## config.mk

```make
export PLATFORM = sky130hd
export DESIGN_NAME = multi_axis_encoder_capture_top_flat
export DESIGN_NICKNAME = d
export VERILOG_FILES = /design/src/sv/maec_pkg.sv /design/src/sv/maec_if.sv /design/src/sv/multi_axis_encoder_capture_top.sv /design/src/flat_wrapper.sv
export SDC_FILE = /design/constraint.sdc
export NUM_CORES = 2
export LEC_CHECK = 0
export BUFFER_PORTS_ARGS = -buffer_cell sky130_fd_sc_hd__buf_2
export CAP_MARGIN = 20
export CORE_UTILIZATION = 35
export DETAILED_ROUTE_END_ITERATION = 8
export GPL_ROUTABILITY_DRIVEN = 0
export PLACE_DENSITY_LB_ADDON = 0.12
export SETUP_SLACK_MARGIN = 0.2
export SLEW_MARGIN = 20
export SYNTH_ARGS = -nofsm -noshare
export SYNTH_HDL_FRONTEND = slang
export SYNTH_SLANG_ARGS = --single-unit
```

## constraint.sdc

```tcl
create_clock -name i_clk -period 20.3 [get_ports i_clk]
set_clock_uncertainty 0.05 [all_clocks]
set_input_delay 2.03 -clock i_clk [delete_from_list [all_inputs] [get_ports i_clk]]
set_output_delay 2.03 -clock i_clk [all_outputs]
set_load 0.05 [all_outputs]
```

## src/sv/maec_pkg.sv

```systemverilog
// ----------------------------------------------------------------------------
// maec_pkg
// Shared types, constants and codes for the multi-axis encoder capture block.
// ----------------------------------------------------------------------------
package maec_pkg;

    localparam int AXES      = 4;
    localparam int LIVE_AXES = (AXES < 4) ? AXES : 4;
    localparam int REG_AXES  = 4;
    localparam int NODE_W    = 7;
    localparam int DIR_LSB   = 28;

    localparam int PADDR_W = 6;
    localparam int PDATA_W = 64;

    localparam int ANGLE_W = 48;
    localparam int AGE_W   = 48;
    localparam int DIV_W   = 14;
    localparam int NUM_W   = AGE_W + DIV_W;
    localparam int DIGIT_W = 16;
    localparam int DIGITS  = AGE_W / DIGIT_W;
    localparam int DIVX_W  = DIV_W + DIGIT_W;
    localparam int STEP_W  = $clog2(DIGITS);
    localparam int MUL_W   = 32;

    // age = (diff * 1024 + 7812) / 15625, quotient bounded to AGE_W bits
    localparam logic [DIV_W-1:0] AGE_DIVISOR  = 14'd15625;
    localparam logic [NUM_W-1:0] AGE_ROUND    = 62'd7812;
    localparam logic [63:0]      AGE_SAT_DIFF = (64'd15625 << 38) - 64'd7;
    localparam logic [AGE_W-1:0] AGE_INVALID  = {AGE_W{1'b1}};
    localparam logic [63:0]      ROUND_HALF   = 64'h8000;

    // x / 15625 == (x * AGE_RECIP) >> RECIP_SHIFT for every x below 2^30
    localparam logic [MUL_W-1:0] AGE_RECIP   = 32'd1125899907;
    localparam int               RECIP_SHIFT = 44;

    localparam logic signed [ANGLE_W+1:0] ANGLE_HI = 50'sh0_7FFF_FFFF_FFFF;
    localparam logic signed [ANGLE_W+1:0] ANGLE_LO = -ANGLE_HI - 50'sd1;

    localparam logic OP_CAPTURE = 1'b0;
    localparam logic OP_SAMPLE  = 1'b1;

    typedef logic [2:0] t_reg_idx;
    localparam t_reg_idx REG_NODE_MAP  = 3'd0;
    localparam t_reg_idx REG_OBJ_SEL   = 3'd1;
    localparam t_reg_idx REG_SCALE_01  = 3'd2;
    localparam t_reg_idx REG_SCALE_23  = 3'd3;
    localparam t_reg_idx REG_OFFSET_01 = 3'd4;
    localparam t_reg_idx REG_OFFSET_23 = 3'd5;

    typedef struct packed {
        logic               opcode;
        logic [7:0]         source_node;
        logic [15:0]        object_index;
        logic [7:0]         object_subindex;
        logic [31:0]        raw_count;
        logic signed [63:0] stamp_ns;
    } t_in_item;

    typedef struct packed {
        logic                      accepted;
        logic [1:0]                axis_number;
        logic signed [ANGLE_W-1:0] angle_q16;
        logic [AGE_W-1:0]          age_ms_q16;
        logic                      sample_valid;
        logic                      last_result;
    } t_out_item;

    typedef enum logic [8:0] {
        S_IDLE = 9'b0_0000_0001,
        S_CAPT = 9'b0_0000_0010,
        S_LOAD = 9'b0_0000_0100,
        S_MUL  = 9'b0_0000_1000,
        S_ANG  = 9'b0_0001_0000,
        S_DIV  = 9'b0_0010_0000,
        S_REM  = 9'b0_0100_0000,
        S_EMIT = 9'b0_1000_0000,
        S_OUT  = 9'b1_0000_0000
    } t_state;

endpackage

```

## src/sv/maec_if.sv

```systemverilog
// ----------------------------------------------------------------------------
// maec_in_if / maec_out_if
// Valid/ready request channels carrying input items and result items.
// ----------------------------------------------------------------------------
interface maec_in_if;
    logic                valid;
    logic                ready;
    maec_pkg::t_in_item  data;

    modport source (output valid, output data, input ready);
    modport sink   (input valid, input data, output ready);
endinterface

interface maec_out_if;
    logic                valid;
    logic                ready;
    maec_pkg::t_out_item data;

    modport source (output valid, output data, input ready);
    modport sink   (input valid, input data, output ready);
endinterface

```

## src/sv/multi_axis_encoder_capture_top.sv

```systemverilog
// ----------------------------------------------------------------------------
// multi_axis_encoder_capture_top
// Stores encoder captures per axis and reports angle and age on sample.
//
//   channel  direction  carries
//   i_in     in         capture frame (opcode 0) or sample request (opcode 1)
//   o_out    out        one result per capture, one per axis per sample
//   APB      in/out     six registers at byte address 8*i, 64-bit data
//
// A capture passes the match state after acceptance, then presents its result.
// A sample steps on each axis with a usable capture through load, multiply,
// angle, three 16-bit quotient digits of a divide and a remainder step each on
// the shared 32x32 multiplier, and emit, then presents the result; an axis
// without one goes from load to emit, one with a saturated age skips the
// digits. Input ready is low from acceptance until the final result is taken.
// The output register holds a result until taken. Reset is synchronous and
// clears the state, configuration registers and axis stores at once.
// ----------------------------------------------------------------------------
module multi_axis_encoder_capture_top (
    input  logic                          i_clk,
    input  logic                          i_rst_n,
    maec_in_if.sink                       i_in,
    maec_out_if.source                    o_out,
    input  logic                          psel,
    input  logic                          penable,
    input  logic                          pwrite,
    input  logic [maec_pkg::PADDR_W-1:0]  paddr,
    input  logic [maec_pkg::PDATA_W-1:0]  pwdata,
    output logic [maec_pkg::PDATA_W-1:0]  prdata,
    output logic                          pready
);
    import maec_pkg::*;

    t_state                    r_state, n_state;
    t_in_item                  r_item;
    t_out_item                 r_out;
    logic [1:0]                r_axis;
    logic [STEP_W-1:0]         r_step;

    logic [31:0]               r_node_map;
    logic [23:0]               r_obj_sel;
    logic [63:0]               r_scale_01, r_scale_23;
    logic [63:0]               r_offset_01, r_offset_23;

    logic [31:0]               r_st_count [REG_AXES];
    logic signed [63:0]        r_st_stamp [REG_AXES];

    logic [63:0]               r_prod;
    logic [63:0]               r_diff;
    logic [ANGLE_W-1:0]        r_mag;
    logic                      r_valid;
    logic                      r_sat;
    logic signed [ANGLE_W-1:0] r_angle;
    logic [DIV_W-1:0]          r_rem;
    logic [AGE_W-1:0]          r_quo;
    logic [DIGIT_W-1:0]        r_qdig;

    logic                      in_fire;
    logic                      cfg_wr;
    t_reg_idx                  cfg_idx;
    logic                      last_axis;
    logic [63:0]               scale_pair, offset_pair;
    logic [31:0]               cur_scale;
    logic [31:0]               cur_offset;
    logic                      cur_dir;
    logic signed [63:0]        cur_stamp;
    logic                      cur_valid;
    logic                      obj_hit, node_hit, capt_hit;
    logic [1:0]                capt_axis;
    logic [63:0]               prod_rnd;
    logic [NUM_W-1:0]          age_num;
    logic [MUL_W-1:0]          mul_a, mul_b;
    logic [2*MUL_W-1:0]        mul_p;
    logic [DIVX_W-1:0]         div_x;
    logic [DIVX_W-1:0]         div_rem;
    logic signed [ANGLE_W+1:0] ang_mag;
    logic signed [ANGLE_W+1:0] ang_full;
    logic signed [ANGLE_W-1:0] ang_sat;

    assign in_fire   = i_in.valid & i_in.ready;
    assign i_in.ready  = (r_state == S_IDLE);
    assign o_out.valid = (r_state == S_OUT);
    assign o_out.data  = r_out;

    assign pready  = 1'b1;
    assign cfg_wr  = psel & penable & pwrite & pready;
    assign cfg_idx = paddr[PADDR_W-1:3];

    always_comb begin
        case (cfg_idx)
            REG_NODE_MAP:  prdata = {32'd0, r_node_map};
            REG_OBJ_SEL:   prdata = {40'd0, r_obj_sel};
            REG_SCALE_01:  prdata = r_scale_01;
            REG_SCALE_23:  prdata = r_scale_23;
            REG_OFFSET_01: prdata = r_offset_01;
            REG_OFFSET_23: prdata = r_offset_23;
            default:       prdata = '0;
        endcase
    end

    // per-axis operand selection
    assign last_axis   = (r_axis == 2'(LIVE_AXES - 1));
    assign scale_pair  = r_axis[1] ? r_scale_23 : r_scale_01;
    assign offset_pair = r_axis[1] ? r_offset_23 : r_offset_01;
    assign cur_scale   = r_axis[0] ? scale_pair[63:32] : scale_pair[31:0];
    assign cur_offset  = r_axis[0] ? offset_pair[63:32] : offset_pair[31:0];
    assign cur_dir     = r_node_map[DIR_LSB + int'(r_axis)];
    assign cur_stamp   = r_st_stamp[r_axis];
    assign cur_valid   = (cur_stamp > 64'sd0) && (r_item.stamp_ns >= cur_stamp);

    // capture match: lowest matching axis wins
    always_comb begin
        node_hit  = 1'b0;
        capt_axis = 2'd0;
        for (int a = LIVE_AXES - 1; a >= 0; a--) begin
            if ({1'b0, r_node_map[a*NODE_W +: NODE_W]} == r_item.source_node) begin
                node_hit  = 1'b1;
                capt_axis = 2'(a);
            end
        end
    end

    assign obj_hit  = (r_item.object_index == r_obj_sel[23:8])
                   && (r_item.object_subindex == r_obj_sel[7:0])
                   && (r_item.stamp_ns > 64'sd0);
    assign capt_hit = obj_hit & node_hit;

    assign prod_rnd = r_prod + ROUND_HALF;
    assign age_num  = {r_diff[NUM_W-11:0], 10'd0} + AGE_ROUND;

    // remainder and next 16-bit digit of the dividend
    assign div_x = {r_rem, r_quo[AGE_W-1 -: DIGIT_W]};

    // shared multiplier: angle product, then quotient digit and its back-product
    always_comb begin
        case (r_state)
            S_LOAD: begin
                mul_a = r_st_count[r_axis];
                mul_b = cur_scale;
            end
            S_DIV: begin
                mul_a = {{(MUL_W-DIVX_W){1'b0}}, div_x};
                mul_b = AGE_RECIP;
            end
            S_REM: begin
                mul_a = {{(MUL_W-DIGIT_W){1'b0}}, r_qdig};
                mul_b = {{(MUL_W-DIV_W){1'b0}}, AGE_DIVISOR};
            end
            default: begin
                mul_a = '0;
                mul_b = '0;
            end
        endcase
    end

    assign mul_p   = 64'(mul_a) * 64'(mul_b);
    assign div_rem = div_x - mul_p[DIVX_W-1:0];

    always_comb begin
        ang_mag  = $signed({2'b00, r_mag});
        if (cur_dir) begin
            ang_mag = -ang_mag;
        end
        ang_full = ang_mag - $signed({{(ANGLE_W-30){cur_offset[31]}}, cur_offset});
        if (ang_full > ANGLE_HI) begin
            ang_sat = ANGLE_HI[ANGLE_W-1:0];
        end else if (ang_full < ANGLE_LO) begin
            ang_sat = ANGLE_LO[ANGLE_W-1:0];
        end else begin
            ang_sat = ang_full[ANGLE_W-1:0];
        end
    end

    always_comb begin
        n_state = r_state;
        case (r_state)
            S_IDLE: begin
                if (in_fire) begin
                    n_state = (i_in.data.opcode == OP_SAMPLE) ? S_LOAD : S_CAPT;
                end
            end
            S_CAPT: n_state = S_OUT;
            S_LOAD: n_state = cur_valid ? S_MUL : S_EMIT;
            S_MUL:  n_state = S_ANG;
            S_ANG:  n_state = r_sat ? S_EMIT : S_DIV;
            S_DIV:  n_state = S_REM;
            S_REM: begin
                if (r_step == STEP_W'(DIGITS - 1)) begin
                    n_state = S_EMIT;
                end else begin
                    n_state = S_DIV;
                end
            end
            S_EMIT: n_state = S_OUT;
            S_OUT: begin
                if (o_out.ready) begin
                    n_state = r_out.last_result ? S_IDLE : S_LOAD;
                end
            end
            default: n_state = S_IDLE;
        endcase
    end

    always_ff @(posedge i_clk) begin
        if (!i_rst_n) begin
            r_state     <= S_IDLE;
            r_axis      <= 2'd0;
            r_step      <= '0;
            r_node_map  <= '0;
            r_obj_sel   <= '0;
            r_scale_01  <= '0;
            r_scale_23  <= '0;
            r_offset_01 <= '0;
            r_offset_23 <= '0;
            for (int i = 0; i < REG_AXES; i++) begin
                r_st_count[i] <= '0;
                r_st_stamp[i] <= '0;
            end
        end else begin
            r_state <= n_state;

            if (in_fire) begin
                r_axis <= 2'd0;
            end else if (r_state == S_OUT && o_out.ready && !r_out.last_result) begin
                r_axis <= r_axis + 2'd1;
            end

            if (r_state == S_ANG) begin
                r_step <= '0;
            end else if (r_state == S_REM) begin
                r_step <= r_step + STEP_W'(1);
            end

            if (r_state == S_CAPT && capt_hit) begin
                r_st_count[capt_axis] <= r_item.raw_count;
                r_st_stamp[capt_axis] <= r_item.stamp_ns;
            end

            if (cfg_wr) begin
                case (cfg_idx)
                    REG_NODE_MAP:  r_node_map  <= pwdata[31:0];
                    REG_OBJ_SEL:   r_obj_sel   <= pwdata[23:0];
                    REG_SCALE_01:  r_scale_01  <= pwdata;
                    REG_SCALE_23:  r_scale_23  <= pwdata;
                    REG_OFFSET_01: r_offset_01 <= pwdata;
                    REG_OFFSET_23: r_offset_23 <= pwdata;
                    default: ;
                endcase
            end
        end
    end

    always_ff @(posedge i_clk) begin
        if (in_fire) begin
            r_item <= i_in.data;
        end

        case (r_state)
            S_CAPT: begin
                r_out.accepted     <= capt_hit;
                r_out.axis_number  <= capt_hit ? capt_axis : 2'd0;
                r_out.angle_q16    <= '0;
                r_out.age_ms_q16   <= '0;
                r_out.sample_valid <= 1'b0;
                r_out.last_result  <= 1'b1;
            end
            S_LOAD: begin
                r_prod  <= mul_p;
                r_diff  <= 64'(r_item.stamp_ns - cur_stamp);
                r_valid <= cur_valid;
            end
            S_MUL: begin
                r_mag <= prod_rnd[63:16];
                r_sat <= (r_diff >= AGE_SAT_DIFF);
                r_rem <= age_num[NUM_W-1:AGE_W];
                r_quo <= age_num[AGE_W-1:0];
            end
            S_ANG: begin
                r_angle <= ang_sat;
            end
            S_DIV: begin
                r_qdig <= mul_p[RECIP_SHIFT +: DIGIT_W];
            end
            S_REM: begin
                // shift the digit in and carry the remainder to the next one
                r_rem <= div_rem[DIV_W-1:0];
                r_quo <= {r_quo[AGE_W-DIGIT_W-1:0], r_qdig};
            end
            S_EMIT: begin
                r_out.accepted     <= 1'b0;
                r_out.axis_number  <= r_axis;
                r_out.angle_q16    <= r_valid ? r_angle : '0;
                r_out.age_ms_q16   <= (!r_valid || r_sat) ? AGE_INVALID : r_quo;
                r_out.sample_valid <= r_valid;
                r_out.last_result  <= last_axis;
            end
            default: ;
        endcase
    end

endmodule

```

## src/flat_wrapper.sv

```systemverilog
// flat-port wrapper written by rule: the top's interface ports become plain ports
module multi_axis_encoder_capture_top_flat import maec_pkg::*;
  (i_clk, i_rst_n, psel, penable, pwrite, paddr, pwdata, prdata, pready, i_in_valid, i_in_data, i_in_ready, o_out_valid, o_out_data, o_out_ready);
  maec_in_if i_in_i ();
  maec_out_if o_out_i ();
  input  logic i_clk;
  input  logic i_rst_n;
  input  logic psel;
  input  logic penable;
  input  logic pwrite;
  input  logic [maec_pkg::PADDR_W-1:0] paddr;
  input  logic [maec_pkg::PDATA_W-1:0] pwdata;
  output logic [maec_pkg::PDATA_W-1:0] prdata;
  output logic pready;
  input wire logic [$bits(i_in_i.valid)-1:0] i_in_valid;
  input wire logic [$bits(i_in_i.data)-1:0] i_in_data;
  output wire logic [$bits(i_in_i.ready)-1:0] i_in_ready;
  output wire logic [$bits(o_out_i.valid)-1:0] o_out_valid;
  output wire logic [$bits(o_out_i.data)-1:0] o_out_data;
  input wire logic [$bits(o_out_i.ready)-1:0] o_out_ready;
  assign i_in_i.valid = i_in_valid;
  assign i_in_i.data = i_in_data;
  assign i_in_ready = i_in_i.ready;
  assign o_out_valid = o_out_i.valid;
  assign o_out_data = o_out_i.data;
  assign o_out_i.ready = o_out_ready;
  multi_axis_encoder_capture_top u_core (.i_clk(i_clk), .i_rst_n(i_rst_n), .i_in(i_in_i), .o_out(o_out_i), .psel(psel), .penable(penable), .pwrite(pwrite), .paddr(paddr), .pwdata(pwdata), .prdata(prdata), .pready(pready));
endmodule
```

==> results.cfg <==
[run_status]
outcome = complete, no violations

[drt]
drc = 0
vias = 69400
wl_met3_mm = 24.7
drtPass1Iterations = 6
met1Wirelength_mm = 146
drtIter0Drc = 7050
dr_wl_met2_mm = 153
wirelength_mm = 341
routed_via_density = 5.36
postRouteAntennaNets = 0
routedWlPerCell_um = 26.3
routed.top_layer = met5

[critical_path]
max_stage_delay_ps = 910
crit_path_start_kind = register
cp_max_fo = 59
critPathArrivalTime_ps = 11900
cp_slowest_cell = a22o_2
required_ps = 20750
crit_top_cell = fa_1
endpoint_kind = register
critical_path_class = reg -> reg

[clock_tree]
holdBufCountCts = 0
cts-root-buf = clkbuf_16
cts_made_buffers = 146
cts_setup_buffers = 0
clock-sinks = 1229
cts_tree = built
path_clk_slew_ps = 60
clock_latency_ps = 820
cts_buffer_depth = 3
h-tree-depth = 4
cts_resized = 0

[job]
max-cap-violations = 0

[cells_and_area]
area_delta_synth_final_pct = 11.6
final_nets = 10800
drive_above_1_share_pct = 11.1
mostFrequentLayoutCells = 1389 x nand2_1, 1022 x inv_1, 902 x edfxtp_1
final_util_pct = 39.4
fin_cells = 12900
fin_area_um2 = 103000
layout_commonest_cell = nand2_1

[hold_path]
worstHoldPathType = reg -> reg

[global_routing]
grt_pass1_vias = 69700
grt_pass1_wl_mm = 492
grt_start_max_net_pins = 161
gr-total-overflow = 0
grt_usage_pct = 25.6
antenna_found_initial = 49

[place]
io_buffers = 369
place_area_um2 = 97900
dp_cells = 12700
dpl.hpwl_mm = 252
dpl_worst_slack_ps = 8970

[floorplanning]
design.die.area_um2 = 265000
die_x_um = 515
row_count = 187
die_h_um = 515
start_util_pct = 35.3
ios = 374
core_um2 = 261000

[synth]
netlist_area_um2 = 92100
synth_cell_types = 94
yosysTopAreaCell = edfxtp_1
synth_cells = 9126
async_flop_share_pct = 0
yosys.area.top_type_share_pct = 29.4
ys_ff_latch = 1229
yosys-top-cells-area = edfxtp_1 29%, fa_1 20%, dfxtp_1 7.1%, nand2_1 5.7%, ha_1 5.4%
ys_seq_area_share_pct = 36.5
syn_avg_cell_area_um2 = 10.1
synth_edf_count = 902
synth_ff_type = edfxtp_1
yosys_warnings = 0

[power]
clock_power_share_pct = 44.6
irDropWorstVdd_uv = 78.8
internal_power_mw = 4.46
seqPwrFrac_pct = 47.9
leakage_nw = 41.8
p_comb_share_pct = 7.6
p_switching_mw = 1.48
power_density_nw_per_um2 = 57.8
netSwitchingFraction_pct = 25.0

[sta]
tightestPinTransition_ps = 1180
period_minus_slack_ps = 11440
rsz0062_at_grt = false
fin_ws_ps = 8860
drv_slew = 0
hold_violations = 0
fmax_ghz = 0.0874
relSlewSlack_pct = 20.7
period_share_pct = 56.4
setup_violations = 0
tns_ps = 0
==> per-layer routing <==
layer / up-vias / GRT usage (%)
li1: 30600 / -
met1: 35400 / 34.9
met2: 2809 / 39.8
met3: 555 / 4.24
met4: 12 / 11.5
met5: - / 0
==> critical path: cells and delay by family (launching register included) <==
kind            cells  cell delay, ps
simple gates        7            1590
buf+inv             6            1610
compound gates      5            2520
flops               1             330
xor+xnor            1             410
fa+ha+maj           9            4600
==> power by group through the flow <==
| stage | clock network (mW) | registers, mW | logic, mW |
|---|---|---|---|
| floorplan | 0 | 2.87 | 0.286 |
| global placement | 0 | 2.89 | 0.444 |
| detailed placement | 0 | 2.90 | 0.447 |
| CTS | 2.71 | 2.84 | 0.448 |
| global route | 2.80 | 2.85 | 0.487 |
| finish | 2.65 | 2.84 | 0.449 |
==> stage by stage <==
stage	total power [mW]	hold slack (ps)
after CTS	6.00	418
final	5.94	422
after detailed placement	3.34	410
after floorplan	3.16	396
after global routing	6.14	435
after global placement	3.34	402
==> final cells by class <==
cell class / count / area, um2
Multi-Input combinational cell: 6373 / 52900
Timing Repair Buffer: 527 / 3060
Sequential cell: 1229 / 33600
Clock inverter: 74 / 936
Tap cell: 3496 / 4370
Fill cell: 25900 / 158000
Clock buffer: 192 / 3870
Inverter: 1029 / 3880
Antenna cell: 21 / 52.6
==> flip-flops by register name, indices dropped and copies added (netlist names), named ones only <==
| register | count |
|---|---|
| u_core.o_out.data | 101 |
| u_core.r_angle | 48 |
| u_core.r_axis | 2 |
| u_core.r_diff | 64 |
| u_core.r_item | 128 |
| u_core.r_mag | 48 |
| u_core.r_node_map | 32 |
| u_core.r_obj_sel | 24 |
| u_core.r_offset_01 | 64 |
| u_core.r_offset_23 | 64 |
| u_core.r_prod | 49 |
| u_core.r_qdig | 16 |
| u_core.r_quo | 48 |
| u_core.r_rem | 14 |
| u_core.r_sat | 1 |
| u_core.r_scale_01 | 64 |
| u_core.r_scale_23 | 64 |
| u_core.r_st_count | 128 |
| u_core.r_st_stamp | 256 |
| u_core.r_state | 9 |
| u_core.r_step | 2 |
| u_core.r_valid | 1 |
==> final timing paths <==
path / from / to / slack [ps] / cells past startpoint
max reg2reg: u_core.r_state[0] / u_core.r_qdig[13] / 8860 / 28
min: u_core.r_scale_23[60] / u_core.r_scale_23[60] / 420 / 2
min reg2reg: u_core.r_scale_23[60] / u_core.r_scale_23[60] / 420 / 2
max: u_core.r_state[0] / u_core.r_qdig[13] / 8860 / 28
==> synthesized netlist by cell type (58+ instances only) <==
master    count
nand4_1      70
ha_1        395
fa_1        899
and3_1      110
dfxtp_1     327
a22oi_1     151
a21o_1      112
o21ai_0     185
clkbuf_1    405
and2_1      439
edfxtp_1    902
inv_1      1027
nand2_1    1396
xor2_1      170
nor2_1      834
a21oi_1     558
mux4_2      148
nand3_1     105
nor4_1       58
xnor2_1     208
==> logic make-up (layout without fill, tap and decap cells) <==
logic type / Yosys count / after routing / synth area share, %
and+or+nand+nor: 3205 / 3205 / 15.7
buffers and inverters: 1527 / 1822 / 6.39
AOI/OAI and AO/OA: 1308 / 1308 / 8.82
adders and majority gates: 1294 / 1294 / 24.9
DFF: 1229 / 1229 / 36.5
xor gates and xnor gates: 379 / 379 / 3.61
muxes: 182 / 182 / 4.01
other: 2 / 26 / 0.00816
(Power assumes the default switching activity.)
